## src/rtl/clt_pkg.sv

```systemverilog
// ----------------------------------------------------------------------------
// Coordinate lock table package
// Shared widths, operation and status codes, and the request and response
// structs that pass between the top level and the associative store.
// ----------------------------------------------------------------------------
package clt_pkg;

    // Store depth and derived widths
    localparam int LOCK_ENTRIES = 64;
    localparam int CNT_W        = $clog2(LOCK_ENTRIES + 1);

    // Coordinate and key widths
    localparam int X_W      = 16;
    localparam int Y_W      = 12;
    localparam int Z_W      = 16;
    localparam int KEY_W    = X_W + Y_W + Z_W;
    localparam int FUNC_W   = 2;
    localparam int STATUS_W = 2;
    localparam int SHOWN_W  = 7;

    // Operation codes; the unused code behaves as a query
    localparam logic [FUNC_W-1:0] FUNC_ACQUIRE = 2'd0;
    localparam logic [FUNC_W-1:0] FUNC_RELEASE = 2'd1;
    localparam logic [FUNC_W-1:0] FUNC_QUERY   = 2'd2;

    // Result status codes
    typedef enum logic [STATUS_W-1:0] {
        ST_OK       = 2'd0,
        ST_BUSY     = 2'd1,
        ST_FULL     = 2'd2,
        ST_NOT_HELD = 2'd3
    } status_t;

    // One registered request beat toward the store
    typedef struct packed {
        logic              valid;
        logic [FUNC_W-1:0] func;
        logic [KEY_W-1:0]  key;
    } req_t;

    // Lookup outcome for the request currently presented
    typedef struct packed {
        logic             hit;
        logic             full;
        logic [CNT_W-1:0] count_next;
    } resp_t;

    // Clamp the lock count to the result field range
    function automatic logic [SHOWN_W-1:0] sat_count(input logic [CNT_W-1:0] c);
        logic [CNT_W+SHOWN_W-1:0] wide;
        wide = {{SHOWN_W{1'b0}}, c};
        if (wide > (CNT_W + SHOWN_W)'((1 << SHOWN_W) - 1)) begin
            return {SHOWN_W{1'b1}};
        end
        return wide[SHOWN_W-1:0];
    endfunction

endpackage

```

## src/rtl/clt_cam.sv

```systemverilog
// ----------------------------------------------------------------------------
// Coordinate lock table associative store
// Holds the lock keys with their valid bits and the held count, compares a
// request key against every entry at once and applies acquire or release.
// ----------------------------------------------------------------------------
module clt_cam
    import clt_pkg::*;
(
    input  logic  clk,
    input  logic  rst_n,
    input  req_t  req,
    output resp_t resp
);

    logic [KEY_W-1:0]        key_reg [LOCK_ENTRIES];
    logic [LOCK_ENTRIES-1:0] valid_reg;
    logic [LOCK_ENTRIES-1:0] valid_next;
    logic [CNT_W-1:0]        count_reg;
    logic [CNT_W-1:0]        count_next;
    logic [LOCK_ENTRIES-1:0] match;
    logic [LOCK_ENTRIES-1:0] free;
    logic [LOCK_ENTRIES-1:0] alloc;
    logic                    hit;
    logic                    full;
    logic                    do_acq;
    logic                    do_rel;

    // Compare the request key against every entry
    always_comb
    begin
        for (int i = 0; i < LOCK_ENTRIES; i++)
        begin
            match[i] = valid_reg[i] && (key_reg[i] == req.key);
        end
    end

    // Pick the lowest free entry as a one-hot mask
    assign free   = ~valid_reg;
    assign alloc  = free & (~free + LOCK_ENTRIES'(1));
    assign hit    = |match;
    assign full   = ~|free;
    assign do_acq = req.valid && (req.func == FUNC_ACQUIRE) && !hit && !full;
    assign do_rel = req.valid && (req.func == FUNC_RELEASE) && hit;

    // Set the allocated bit on acquire, drop the matched bit on release
    always_comb
    begin
        valid_next = valid_reg;
        count_next = count_reg;
        if (do_acq)
        begin
            valid_next = valid_reg | alloc;
            count_next = count_reg + CNT_W'(1);
        end
        else if (do_rel)
        begin
            valid_next = valid_reg & ~match;
            count_next = count_reg - CNT_W'(1);
        end
    end

    // Hold valid bits and the count
    always_ff @(posedge clk or negedge rst_n)
    begin
        if (!rst_n)
        begin
            valid_reg <= '0;
            count_reg <= '0;
        end
        else
        begin
            valid_reg <= valid_next;
            count_reg <= count_next;
        end
    end

    // Write the key into the allocated entry
    always_ff @(posedge clk)
    begin
        for (int i = 0; i < LOCK_ENTRIES; i++)
        begin
            if (do_acq && alloc[i])
            begin
                key_reg[i] <= req.key;
            end
        end
    end

    assign resp.hit        = hit;
    assign resp.full       = full;
    assign resp.count_next = count_next;

endmodule

```

## src/rtl/coordinate_lock_table_core.sv

```systemverilog
// ----------------------------------------------------------------------------
// Coordinate lock table core
// Lock table keyed by 3D cell coordinates with acquire, release and query.
// ----------------------------------------------------------------------------
// Usage:
//   A request beat (func, coord_x, coord_y, coord_z) is taken at a rising edge
//   where start is high and busy is low. busy stays low, so one request may
//   be issued every cycle.
//   The request is registered, looked up against all entries in parallel and
//   applied to the store in the next cycle, where the result is registered.
//   done, status, held and locks_in_use are therefore valid for exactly one
//   cycle, the one that starts at the edge where the store is updated and
//   the result registered. Throughput is one request per cycle; the
//   parallel compare over all entries sets it.
//   Back-to-back requests see each other's effect in order.
//   status: ok, busy (lock already held), full (no free entry) or not held
//   (release of an absent lock). held tells whether the lock was held before
//   the request. locks_in_use is the count after it, clamped to 127.
//   Reset clears all entries and the count at once; no clearing pass.
//   The receiver cannot stall: each result is shown for one cycle only.
// ----------------------------------------------------------------------------
module coordinate_lock_table_core
    import clt_pkg::*;
(
    input  logic                clk,
    input  logic                rst_n,
    input  logic                start,
    output logic                busy,
    input  logic [FUNC_W-1:0]   func,
    input  logic [X_W-1:0]      coord_x,
    input  logic [Y_W-1:0]      coord_y,
    input  logic [Z_W-1:0]      coord_z,
    output logic                done,
    output logic [STATUS_W-1:0] status,
    output logic                held,
    output logic [SHOWN_W-1:0]  locks_in_use
);

    logic               req_valid_reg;
    logic [FUNC_W-1:0]  req_func_reg;
    logic [KEY_W-1:0]   req_key_reg;
    req_t               req;
    resp_t              resp;
    status_t            status_next;
    logic               done_reg;
    status_t            status_reg;
    logic               held_reg;
    logic [SHOWN_W-1:0] shown_reg;

    // Accept a beat every cycle
    assign busy = 1'b0;

    // Register the request beat
    always_ff @(posedge clk or negedge rst_n)
    begin
        if (!rst_n)
        begin
            req_valid_reg <= 1'b0;
        end
        else
        begin
            req_valid_reg <= start && !busy;
        end
    end

    always_ff @(posedge clk)
    begin
        if (start && !busy)
        begin
            req_func_reg <= func;
            req_key_reg  <= {coord_z, coord_y, coord_x};
        end
    end

    assign req.valid = req_valid_reg;
    assign req.func  = req_func_reg;
    assign req.key   = req_key_reg;

    clt_cam u_cam (
        .clk   (clk),
        .rst_n (rst_n),
        .req   (req),
        .resp  (resp)
    );

    // Decide the status from the lookup
    always_comb
    begin
        status_next = ST_OK;
        priority if (req_func_reg == FUNC_ACQUIRE)
        begin
            if (resp.hit)
            begin
                status_next = ST_BUSY;
            end
            else if (resp.full)
            begin
                status_next = ST_FULL;
            end
        end
        else if (req_func_reg == FUNC_RELEASE)
        begin
            if (!resp.hit)
            begin
                status_next = ST_NOT_HELD;
            end
        end
        else
        begin
            status_next = ST_OK;
        end
    end

    // Register the result beat
    always_ff @(posedge clk or negedge rst_n)
    begin
        if (!rst_n)
        begin
            done_reg <= 1'b0;
        end
        else
        begin
            done_reg <= req_valid_reg;
        end
    end

    always_ff @(posedge clk)
    begin
        if (req_valid_reg)
        begin
            status_reg <= status_next;
            held_reg   <= resp.hit;
            shown_reg  <= sat_count(resp.count_next);
        end
    end

    assign done         = done_reg;
    assign status       = status_reg;
    assign held         = held_reg;
    assign locks_in_use = shown_reg;

    // Every registered request yields exactly one result in the next cycle
    a_one_result: assert property (@(posedge clk) disable iff (!rst_n)
        done_reg == $past(req_valid_reg))
        else $error("result strobe does not follow registered request");

    // Busy answers only for held locks, not-held and full only for absent ones
    a_held_status: assert property (@(posedge clk) disable iff (!rst_n)
        done && (status == ST_BUSY) |-> held)
        else $error("busy status without held lock");

    a_unheld_status: assert property (@(posedge clk) disable iff (!rst_n)
        done && ((status == ST_NOT_HELD) || (status == ST_FULL)) |-> !held)
        else $error("not-held or full status with held lock");

    // A full answer means every entry is in use
    a_full_count: assert property (@(posedge clk) disable iff (!rst_n)
        done && (status == ST_FULL) && (LOCK_ENTRIES < (1 << SHOWN_W))
        |-> (locks_in_use == SHOWN_W'(LOCK_ENTRIES)))
        else $error("full status with free entries");

endmodule

```

## config.mk

```make
export PLATFORM = sky130hd
export DESIGN_NAME = coordinate_lock_table_core
export DESIGN_NICKNAME = d
export VERILOG_FILES = /design/src/rtl/clt_pkg.sv /design/src/rtl/clt_cam.sv /design/src/rtl/coordinate_lock_table_core.sv
export SDC_FILE = /design/constraint.sdc
export NUM_CORES = 2
export LEC_CHECK = 0
export ABC_AREA = 1
export CELL_PAD_IN_SITES_DETAIL_PLACEMENT = 0
export CELL_PAD_IN_SITES_GLOBAL_PLACEMENT = 2
export CORE_MARGIN = 1.5
export CORE_UTILIZATION = 45
export DETAILED_ROUTE_END_ITERATION = 8
export DONT_BUFFER_PORTS = 1
export PLACE_DENSITY_LB_ADDON = 0.3
export SLEW_MARGIN = 40
export SYNTH_ARGS = -nofsm -noshare
export SYNTH_HDL_FRONTEND = slang
export SYNTH_SLANG_ARGS = --single-unit
```

## constraint.sdc

```tcl
create_clock -name clk -period 9.4 [get_ports clk]
set_clock_uncertainty 0.1 [all_clocks]
set_input_delay 0.47 -clock clk [delete_from_list [all_inputs] [get_ports clk]]
set_output_delay 0.47 -clock clk [all_outputs]
set_load 0.01 [all_outputs]
```

==> impl_metrics.ini <==
[status]
outcome = completed

[timing]
slew_headroom_pct = 40.25
setup-violations-final = 0
finalHoldViolations = 0
finalCritPeriodShare_pct = 65.05
worst_slack_ps = 3285
timing.fmax_ghz = 0.1635
tightest_slew_ps = 896.2
rsz0062_at_grt = false
tns_ps = 0
maxSlewViolCount = 0
min_period_ps = 6115

[synthesis]
synth_top_area_share_pct = 65.56
synth.avg_cell_area_um2 = 11.95
synth-edff-count = 2872
synth_top_area_cell = edfxtp_1
synth_cell_types = 39
synth-seq-area-share_pct = 66.94
ys_warn_count = 0
synth_cells = 11010
synth_area_leaders = edfxtp_1, xnor2_1, nand2_1
syn-num-nets = 11060
synthFlopType = edfxtp_1
syn_area_um2 = 131600
async_flop_share_pct = 2.479
synth-seq-cells = 2945

[cells_and_area]
largest_register_ffs = 2816
fill_cells = 25090
synthToLayoutAreaGrowth_pct = 12.66
nets = 11260
drive_gt1_share_pct = 8.058

[place]
portBuffers = 0
dp_hpwl_um = 198000
place.gp.congestion = 0.8293
pre_cts_ws_ps = 3267

[detailed_routing]
drc_errors = 0
drt_iter0_drc = 6718
wire_per_inst_um = 22.40
dr_wl_met3_um = 14880
met2_length_um = 170100
ant_nets = 0
top_layer = met5
drt-met1-wl_um = 152100
totalWireLength_um = 344600
vias = 76910
drt_pass1_iterations = 5
post_drt_via_cell_ratio = 4.999

[setup_path]
crit_path_max_fanout = 48
reg2reg_slack_ps = 3280
required_ps = 9830
worst_ep_arrival_time_ps = 6550
critPathCaptureType = register
worstSetupPathType = register to register
startpoint_type = register
r2r_cells = 20

[power]
power_density_nw_per_um2 = 199.6
seqPwrFrac_pct = 49.6
sw_frac_of_total_pct = 23.83
cellLeakagePower_nw = 52.00
ir_worst_vdd_v = 0.0001567
power_switching_mw = 7.049
pwr-share-comb_pct = 8.1
clock_power_share_pct = 42.3
p_int_mw = 22.53

[min_path]
hold_depth = 1
hold_class = primary input to register

[global_route]
grt.total_usage_pct = 23.23
grt_pass1_vias = 75580
grt-ovfl-total = 0
grt_pass1_wl_um = 505700
antenna_found_initial = 22
grt_max_degree = 125

[floorplan]
core_region_area_um2 = 290800
num_rows = 198
io_pins = 61
fp.dieW_um = 543.7
start_util_pct = 45.23
die_y_um = 543.7
die_area_um2 = 295600

[clock_tree]
post_cts_buffers = 0
cts_root_buffer = clkbuf_16
insertion_delay_ps = 930
clk_pin_slew_ps = 60
cts_buffers = 323
h-tree-depth = 5
ctsLongestPathBuffers = 4
cts_tree = built
clock_sink_count = 2945

[run]
maxCapViolCount = 0
-- placed cells by master (no fill, tap or decap), types with 44 or more instances in the layout --
cell / n
clkinv_1: 77
nand4_1: 57
or2_2: 156
dfrtp_1: 73
dlygate4sd3_1: 63
nand2_1: 2829
clkinv_2: 55
buf_12: 48
xor2_1: 771
inv_1: 518
nor2_1: 1254
clkbuf_1: 69
edfxtp_1: 2872
o21ai_0: 44
xnor2_1: 1461
nor3_1: 86
buf_4: 146
clkbuf_16: 325
nand3_1: 327
-- worst max-delay path: stages (launching register included) --
cell and delay (ps):
edfxtp_1 370, buf_4 650, buf_4 670, xor2_1 220
nor2_1 70, nand2_1 60, nor2_1 40, nand2_1 50
nor2_1 120, nand3_1 170, nand2_1 190, nor2_1 140
nand2_1 70, nor2_1 320, nand2_1 150, nor2_4 240
nand2_8 300, buf_4 380, buf_12 220, nor4_2 390
buf_4 640
-- synthesized netlist by cell type, types with 5 or more instances --
cell,n
a21oi_1,5
buf_2,282
buf_4,47
clkbuf_1,58
dfrtp_1,73
edfxtp_1,2872
inv_1,527
inv_2,7
nand2_1,2830
nand2_2,7
nand3_1,327
nand4_1,57
nor2_1,1259
nor2_4,7
nor3_1,124
nor4_1,34
o21ai_0,45
o21ai_1,5
or2_1,21
or2_2,156
xnor2_1,1461
xor2_1,771
-- through the flow --
step	util, %	hold WS [ps]	power (mW)	std cells	area (µm²)
after global placement	47.03	77.01	17.28	14710	136800
final	50.96	79.71	29.58	15380	148200
after floorplan	-	74.41	16.48	11010	131600
after CTS	50.92	0.01987	29.89	15370	148100
after global routing	50.96	36.89	30.58	15380	148200
after detailed placement	47.12	76.72	17.34	14720	137100
-- power by group through the flow --
| stage | Combinational (mW) | Sequential [mW] | Clock, mW |
|---|---|---|---|
| detailed placement | 2.39 | 14.9 | 0 |
| finish | 2.40 | 14.7 | 12.5 |
| CTS | 2.44 | 14.7 | 12.8 |
| global placement | 2.33 | 14.9 | 0 |
| floorplan | 1.44 | 15.0 | 0 |
| global route | 2.63 | 14.7 | 13.3 |
-- final cells by class --
type	instances	area [µm²]	area share, %
antenna	5	12.51	0.008442
clock buffer	403	8516	5.745
clock inverter	188	1829	1.234
inverter	537	2031	1.370
multi-input combinational	7132	39840	26.88
sequential	2945	88070	59.42
tap	3900	4880	3.292
timing repair buffer	274	3042	2.052
-- repair_timing --
item | 4_1_cts | 5_1_grt
hold buffers | 65 | 0
resized for setup | 0 | 0
endpoints found under the hold margin | 166 | 0
endpoints found under the setup margin | 0 | 0
-- worst paths after layout --
path / from / to
max in group asynchronous: rst_n / u_cam.valid_reg[6]$_DFFE_PN0P_
max: req_key_reg[21]$_DFFE_PP_ / u_cam.key_reg[1][926]$_DFFE_PP_
min reg2reg: u_cam.valid_reg[27]$_DFFE_PN0P_ / u_cam.valid_reg[27]$_DFFE_PN0P_
min: coord_y[2] / req_key_reg[18]$_DFFE_PP_
min in group asynchronous: rst_n / u_cam.valid_reg[56]$_DFFE_PN0P_
max reg2reg: req_key_reg[21]$_DFFE_PP_ / u_cam.key_reg[1][926]$_DFFE_PP_
-- per-layer routing --
layer	GRT usage [%]	up-vias
li1	-	36560
met1	31.30	38310
met2	40.10	1628
met3	2.578	417
met4	5.664	2
met5	0	-
-- cell families (layout without fill, tap and decap cells) --
| kind of cell | count (synthesis) | in the layout | share of synthesized area, % |
|---|---|---|---|
| fa+ha+maj | 2 | 2 | 0.01902 |
| simple gates | 4836 | 4836 | 14.86 |
| other cells | 1 | 6 | 0.002850 |
| flops | 2945 | 2945 | 66.94 |
| xor+xnor | 2232 | 2232 | 14.86 |
| buf+inv | 931 | 1402 | 3.071 |
| compound gates | 61 | 61 | 0.2444 |
Power figures use the tool's default switching activity.
